`src/hdl/input_restricted_deque_top_macros.svh`:
```
// Assertion helpers for the deque block
`ifndef INPUT_RESTRICTED_DEQUE_TOP_MACROS_SVH
`define INPUT_RESTRICTED_DEQUE_TOP_MACROS_SVH

// checked while out of reset
`define IRD_ASSERT(lbl, prop, msg) \
  lbl: assert property (@(posedge clk) disable iff (rst) prop) else $error(msg);

// checked on every edge, reset included
`define IRD_ASSERT_ALWAYS(lbl, prop, msg) \
  lbl: assert property (@(posedge clk) prop) else $error(msg);

`endif

```
`src/hdl/ird_pkg.sv`:
```
`default_nettype none

package ird_pkg;

  localparam logic [1:0] KIND_PUSH_FRONT = 2'd0;
  localparam logic [1:0] KIND_POP_FRONT  = 2'd1;
  localparam logic [1:0] KIND_POP_BACK   = 2'd2;

  localparam logic [1:0] ST_DONE  = 2'd0;
  localparam logic [1:0] ST_FULL  = 2'd1;
  localparam logic [1:0] ST_EMPTY = 2'd2;

  typedef struct packed {
    logic [1:0]         kind;
    logic signed [31:0] push_value;
  } req_t;

  typedef struct packed {
    logic [1:0]         status;
    logic signed [31:0] pop_value;
    logic [3:0]         occupancy;
  } rsp_t;

  typedef struct packed {
    logic capture;
    logic commit;
  } ctl_cmd_t;

  typedef struct packed {
    logic out_free;
  } dp_stat_t;

endpackage

`default_nettype wire

```
`src/hdl/ird_ctrl.sv`:
```
`default_nettype none

module ird_ctrl
  import ird_pkg::*;
(
  input  wire logic     clk,
  input  wire logic     rst,
  input  wire logic     req_valid,
  output logic          req_ready,
  input  wire dp_stat_t stat,
  output ctl_cmd_t      cmd
);

  typedef enum logic [1:0] {
    S_IDLE = 2'b01,
    S_EXEC = 2'b10
  } state_t;

  state_t state, state_next;

  always_comb begin
    state_next = state;
    unique case (state)
      S_IDLE: if (req_valid) state_next = S_EXEC;
      S_EXEC: if (stat.out_free) state_next = S_IDLE;
      default: state_next = S_IDLE;
    endcase
  end

  always_ff @(posedge clk) begin
    if (rst) state <= S_IDLE;
    else     state <= state_next;
  end

  assign req_ready   = (state == S_IDLE);
  assign cmd.capture = req_valid && (state == S_IDLE);
  assign cmd.commit  = (state == S_EXEC) && stat.out_free;

endmodule

`default_nettype wire

```
`src/hdl/ird_dp.sv`:
```
`default_nettype none

module ird_dp
  import ird_pkg::*;
#(
  parameter int DEPTH = 8
) (
  input  wire logic     clk,
  input  wire logic     rst,
  input  wire ctl_cmd_t cmd,
  output dp_stat_t      stat,
  input  wire req_t     req,
  output logic          rsp_valid,
  input  wire logic     rsp_ready,
  output rsp_t          rsp
);

  localparam int IDX_W = (DEPTH > 1) ? $clog2(DEPTH) : 1;
  localparam int CNT_W = $clog2(DEPTH + 1);
  localparam logic [IDX_W-1:0] LAST_IDX = IDX_W'(DEPTH - 1);
  localparam logic [CNT_W-1:0] FULL_CNT = CNT_W'(DEPTH);
  localparam logic [CNT_W-1:0] ONE_CNT  = CNT_W'(1);

  logic [31:0]      mem [DEPTH];
  logic [31:0]      rd_data;
  req_t             rq;
  logic [IDX_W-1:0] front, front_next;
  logic [IDX_W-1:0] back, back_next;
  logic [CNT_W-1:0] count, count_next;
  logic [IDX_W-1:0] rd_addr, wr_addr;
  logic             wr_en;
  logic [1:0]       st;
  logic [31:0]      popv;

  function automatic logic [IDX_W-1:0] step_down(input logic [IDX_W-1:0] i);
    return (i == '0) ? LAST_IDX : i - 1'b1;
  endfunction

  function automatic logic [IDX_W-1:0] step_up(input logic [IDX_W-1:0] i);
    return (i == LAST_IDX) ? '0 : i + 1'b1;
  endfunction

  assign rd_addr = (req.kind == KIND_POP_BACK) ? back : front;

  always_ff @(posedge clk) begin
    if (cmd.capture) begin
      rq      <= req;
      rd_data <= mem[rd_addr];
    end
    if (wr_en) mem[wr_addr] <= rq.push_value;
  end

  always_comb begin
    front_next = front;
    back_next  = back;
    count_next = count;
    st         = ST_DONE;
    popv       = '0;
    wr_en      = 1'b0;
    wr_addr    = front;
    unique case (rq.kind)
      KIND_PUSH_FRONT: begin
        if (count == FULL_CNT) begin
          st = ST_FULL;
        end else begin
          wr_en      = cmd.commit;
          wr_addr    = (count == '0) ? '0 : step_down(front);
          front_next = wr_addr;
          if (count == '0) back_next = '0;
          count_next = count + 1'b1;
        end
      end
      KIND_POP_FRONT: begin
        if (count == '0) begin
          st = ST_EMPTY;
        end else begin
          popv       = rd_data;
          count_next = count - 1'b1;
          front_next = (count == ONE_CNT) ? '0 : step_up(front);
          if (count == ONE_CNT) back_next = '0;
        end
      end
      KIND_POP_BACK: begin
        if (count == '0) begin
          st = ST_EMPTY;
        end else begin
          popv       = rd_data;
          count_next = count - 1'b1;
          back_next  = (count == ONE_CNT) ? '0 : step_down(back);
          if (count == ONE_CNT) front_next = '0;
        end
      end
      default: ;
    endcase
  end

  always_ff @(posedge clk) begin
    if (rst) begin
      front <= '0;
      back  <= '0;
      count <= '0;
    end else if (cmd.commit) begin
      front <= front_next;
      back  <= back_next;
      count <= count_next;
    end
  end

  always_ff @(posedge clk) begin
    if (rst)             rsp_valid <= 1'b0;
    else if (cmd.commit) rsp_valid <= 1'b1;
    else if (rsp_ready)  rsp_valid <= 1'b0;
  end

  always_ff @(posedge clk) begin
    if (cmd.commit) begin
      rsp.status    <= st;
      rsp.pop_value <= popv;
      rsp.occupancy <= 4'(count_next);
    end
  end

  assign stat.out_free = !rsp_valid || rsp_ready;

`include "input_restricted_deque_top_macros.svh"

  `IRD_ASSERT(a_count_bound, count <= FULL_CNT, "entry count above depth")
  `IRD_ASSERT(a_empty_idx, (count == '0) |-> (front == '0 && back == '0), "empty with moved index")
  `IRD_ASSERT(a_push_grow, (cmd.commit && rq.kind == KIND_PUSH_FRONT && count != FULL_CNT) |=> (count == CNT_W'($past(count) + 1'b1)), "push did not grow count")
  `IRD_ASSERT_ALWAYS(a_one_write, wr_en |-> cmd.commit, "memory write outside commit")

endmodule

`default_nettype wire

```
`src/hdl/input_restricted_deque_top.sv`:
```
// The request word and its slot read are registered on accept; the commit follows,
// held while a stalled result is not taken, and sets the result valid flag.
// No new request is accepted until the previous one commits.
// Reset (rst, synchronous): clears indices, count and the result valid flag;
// slot memory contents are left as they are.
`default_nettype none

module input_restricted_deque_top
  import ird_pkg::*;
#(
  parameter int DEPTH = 8
) (
  input  wire logic clk,
  input  wire logic rst,
  input  wire logic req_valid,
  output logic      req_ready,
  input  wire req_t req,
  output logic      rsp_valid,
  input  wire logic rsp_ready,
  output rsp_t      rsp
);

  ctl_cmd_t cmd;
  dp_stat_t stat;

  ird_ctrl u_ctrl (
    .clk       (clk),
    .rst       (rst),
    .req_valid (req_valid),
    .req_ready (req_ready),
    .stat      (stat),
    .cmd       (cmd)
  );

  ird_dp #(.DEPTH(DEPTH)) u_dp (
    .clk       (clk),
    .rst       (rst),
    .cmd       (cmd),
    .stat      (stat),
    .req       (req),
    .rsp_valid (rsp_valid),
    .rsp_ready (rsp_ready),
    .rsp       (rsp)
  );

endmodule

`default_nettype wire
```
`config.mk`:
```
export PLATFORM = sky130hd
export DESIGN_NAME = input_restricted_deque_top
export DESIGN_NICKNAME = d
export VERILOG_FILES = /design/src/hdl/ird_pkg.sv /design/src/hdl/ird_ctrl.sv /design/src/hdl/ird_dp.sv /design/src/hdl/input_restricted_deque_top.sv
export VERILOG_INCLUDE_DIRS = /design/src /design/src/hdl
export SDC_FILE = /design/constraint.sdc
export NUM_CORES = 1
export LEC_CHECK = 0
export BUFFER_PORTS_ARGS = -buffer_cell sky130_fd_sc_hd__buf_2
export CAP_MARGIN = 20
export CORE_UTILIZATION = 40
export CTS_CLUSTER_DIAMETER = 30
export DETAILED_ROUTE_END_ITERATION = 8
export GPL_TIMING_DRIVEN = 0
export HOLD_SLACK_MARGIN = 0.15
export PLACE_DENSITY = 0.64
export SYNTH_ARGS = -nofsm -noshare
export SYNTH_HDL_FRONTEND = slang
export SYNTH_HIERARCHICAL = 1
export SYNTH_SLANG_ARGS = --single-unit
export TNS_END_PERCENT = 10
```
`constraint.sdc`:
```
create_clock -name clk -period 8.7 [get_ports clk]
set_clock_uncertainty 0.1 [all_clocks]
set_input_delay 1.305 -clock clk [delete_from_list [all_inputs] [get_ports clk]]
set_output_delay 1.305 -clock clk [all_outputs]
set_load 0.05 [all_outputs]
```
==> summary.txt <==
Route
  – Drt drc: 0
  – Drt pass-1 iters: 5
  – Via density: ~5.3
  – DR WL/cell: 20.6 microns
  – Drt total wl: between 30 and 40 mm
  – DR vias: approximately 9k
  – Final ANT Viol Nets: 0
  – DRT iter0 DRCs: around 700

Worst setup path
  – Total number of cells along the worst setup path: 8
  – Reg2Reg Setup Slack: between 4 and 5 ns
  – Worst R2R Start: u_dp/front[0]
  – Crit start category: flop
  – Crit path max-delay family: buffers and inverters
  – Slowest CP cell: and3_2
  – R2R cell count: 8
  – Req. time, crit path: a little under 9 ns
  – Crit path buf inv count: 3
  – Critical-path maximum fanout: 32
  – Cell mode on critical path: clkbuf_1
  – CP endpoint: u_dp/mem[5][7]
  – Crit Path Category: reg -> reg
  – Critical Path End Type: flop
  – Critical Path Max Stage Delay: around 0.96 ns
  – CP arrival: ~4.2 ns
  – Worst-path cell chain: clkbuf_1 > clkbuf_1 > inv_1 > ha_1 > nand2_1 > o21ai_0 > a21oi_1 > and3_2
  – Critical Path Start: u_dp/front[0]
  – FF-to-FF End: u_dp/mem[5][7]

Timing
  – Endpoints failing hold: 0
  – Setup repair after global routing missed its margin: false
  – Final slew viol count: 0
  – Tcrit/Tclk final: a little under half
  – Post-layout min period: 4.14 ns
  – Slew @ Worst Pin: about 0.98 ns
  – Slew margin rel.: 34.5%
  – Fmax: about 240 MHz
  – Final setup fails: 0

Floorplan
  – Cell Rows: a little over 70
  – Die Y-Extent: about 200 microns
  – I/O pins: approximately 80
  – Starting Density: around 41%
  – Die area: a little under 40000 sq um
  – Core Area: approximately 38000 sq um
  – Die X: roughly 200 microns

Yosys
  – EDFF count, synth: 360
  – Ys async rst share: 0%
  – Mapped Nets: between 1k and 1.5k
  – Netlist Area Pre-Place: 15300 sq um
  – Synth Flop Type: edfxtp_1
  – Synthesized area per cell: roughly 16 sq um
  – Post-Syn Instances: between 900 and 1k
  – #FFs+latches synth: approximately 370
  – Seq/Total Area, Yosys: between 70% and 80%
  – Synth warn: 6
  – Distinct cells, synth: 60

Clock network
  – H-tree depth: 3
  – CTS buffer count: 74
  – Clock transition at the registers of the reported paths: around 0.050 ns
  – Hold bufs inserted after CTS: 0
  – Clk sinks: around 370
  – CTS resizes: 0
  – TritonCTS clock tree: built
  – Clock root buffer master: clkbuf_16
  – Clock Latency Late Sink: 0.59 ns
  – Setup Buffers After CTS: 0
  – Maximum buffer depth of the clock tree: 3

Finish
  – Post-Layout Cell Count: about 1.7k
  – Antenna diode count: 0
  – Share of layout cells above drive strength 1: 24.9%
  – Register area: between 10000 and 15000 sq um
  – Area Overhead vs Synth: 25.6%
  – Finished layout cell area: about 19000 sq um
  – Multi-input gate area: 3510 sq um
  – Filler cells: between 3k and 4k
  – Fin nets: 1207

Global routing
  – GRT overflow: 0
  – Largest net degree at the start of global routing: between 40 and 50
  – Gr usage total: around 18%
  – Initial antenna violation count: 0
  – Via count of the first global-routing pass: approximately 9.1k
  – First-pass GRT wire length: around 53 mm

Pwr
  – Worst VDD drop: 169 uV
  – Cell Pwr Density: about 260 nW/um^2
  – P_leak: slightly below 7 nW

Placed design
  – Post-Place Cells: between 1.5k and 2k
  – # port buffers: 77
  – Post-detail-place hpwl: approximately 23 mm
  – Placed Area: roughly 17000 sq um
  – Placer Congestion: between 0.8 and 0.9

Hold path
  – HP Class: reg -> reg

Flow run
  – Max-cap violations: 0

Status
  – Status: complete, no violations
==> kinds of logic (layout without fill, tap and decap cells) <==
group                      Yosys count  in the layout  share of synthesized area [%]
AOI/OAI and AO/OA                  280            280                           15.3
adders and majority gates           13             13                           1.06
buffers and inverters              186            415                           5.08
DFF                                373            373                           72.3
muxes                               35             35                           2.30
and+or+nand+nor                     99             99                           3.99
==> worst min path at each step <==
stage                                start      endpoint  cells after the start
final                         u_dp/back[0]  u_dp/back[0]                      2
after global routing      u_dp/rd_data[10]  u_dp/rsp[14]                      1
after CTS                     u_dp/back[0]  u_dp/back[0]                      2
after detailed placement      u_dp/back[0]  u_dp/back[0]                      2
after global placement        u_dp/back[0]  u_dp/back[0]                      2
after floorplan               u_dp/back[0]  u_dp/back[0]                      2
==> cells in the mapped netlist, drive strengths merged (2+ instances only) <==
| cell type | instances | area [sq um] |
|---|---|---|
| a211oi | 194 | 1460 |
| and3 | 37 | 231 |
| clkbuf | 43 | 161 |
| nor3 | 7 | 35.0 |
| a21oi | 11 | 55.1 |
| and3b | 3 | 26.3 |
| nand2b | 6 | 45.0 |
| a2111oi | 33 | 508 |
| nand3 | 6 | 30.0 |
| ha | 13 | 163 |
| o21ai | 12 | 60.1 |
| buf | 30 | 193 |
| a221oi | 2 | 17.5 |
| or2 | 2 | 12.5 |
| inv | 113 | 424 |
| a21o | 2 | 22.5 |
| o21bai | 2 | 15.0 |
| or3 | 4 | 25.0 |
| or3b | 2 | 17.5 |
| nand2 | 10 | 37.5 |
| a31oi | 9 | 71.3 |
| edfxtp | 360 | 10800 |
| nor4bb | 2 | 20.0 |
| nor2 | 8 | 30.0 |
| a311oi | 2 | 17.5 |
| o31ai | 2 | 20.0 |
| mux2i | 34 | 340 |
| dfxtp | 13 | 260 |
| nor3b | 4 | 35.0 |
==> area by class of cell <==
type	instances	area share (%)
Sequential cell	373	57.5
Clock inverter	55	3.69
Buffer	73	1.84
Tap cell	511	3.32
Inverter	113	2.20
Multi-Input combinational cell	427	18.2
Clock buffer	80	9.85
Timing Repair Buffer	94	3.32
==> metrics by stage <==
| step | TNS (ns) | utilization, % | hold slack, ns | setup slack (ns) | power (mW) |
|---|---|---|---|---|---|
| 4_1_cts | 0 | 51.1 | 0.426 | 4.63 | 5.09 |
| 3_5_place_dp | 0 | 44.2 | 0.421 | 4.42 | 2.18 |
| 2_1_floorplan | 0 | - | 0.376 | 1.82 | 2.12 |
| 5_1_grt | 0 | 51.1 | 0.458 | 4.36 | 5.18 |
| 3_3_place_gp | -209.16 | 43.4 | 0.412 | -2.16 | 2.17 |
| 6_report | 0 | 51.1 | 0.429 | 4.56 | 5.04 |
==> layout by cell type, fill, tap and decap left out, drive strengths merged, types with 2 or more instances in the layout <==
cell type	synthesis	final
nand2b	6	6
and3b	3	3
nor3b	4	4
or3	4	4
nand2	10	10
a21oi	11	11
or2	2	2
o21bai	2	2
a311oi	2	2
nand3	6	6
a21o	2	2
o21ai	12	12
a211oi	194	194
clkbuf	43	123
o31ai	2	2
mux2i	34	34
nor3	7	7
a2111oi	33	33
and3	37	37
clkinv	0	26
or3b	2	2
buf	30	124
clkinvlp	0	9
nor2	8	8
a31oi	9	9
dfxtp	13	13
edfxtp	360	360
nor4bb	2	2
inv	113	122
ha	13	13
a221oi	2	2
bufinv	0	11
==> worst reg2reg max path, delay by kind of cell (launching register included) <==
family | cells | cell delay [ns]
AO/OA/AOI/OAI | 2 | 0.68
AND/OR/NAND/NOR | 2 | 1.02
adder cells (fa/ha/maj) | 1 | 0.26
buffers and inverters | 3 | 1.29
flip-flops | 1 | 0.38
==> flip-flops by register name, summed over array words and instances, names as in the netlist <==
register	cells
u_dp/mem	256
u_dp/rsp	38
u_dp/rq	34
u_dp/rd_data	32
u_dp/count	4
u_dp/back	3
u_dp/front	3
u_ctrl/state	2
u_dp/rsp_valid	1
==> metal layers <==
metal / up-vias / track usage [%] / share of wire [%]
li1: 4284 / - / -
met1: 4563 / 23.9 / 43
met2: 311 / 30.1 / 49
met3: 52 / 3.90 / 6.2
met4: 0 / 7.44 / 2.1
met5: - / 0 / 0
==> where the power goes <==
part | switching, mW | total (mW) | internal (mW)
clock network | 0.963 | 2.89 | 1.93
registers | 0.0249 | 2.03 | 2.00
logic | 0.0785 | 0.114 | 0.0358
(Power assumes the default switching activity.)
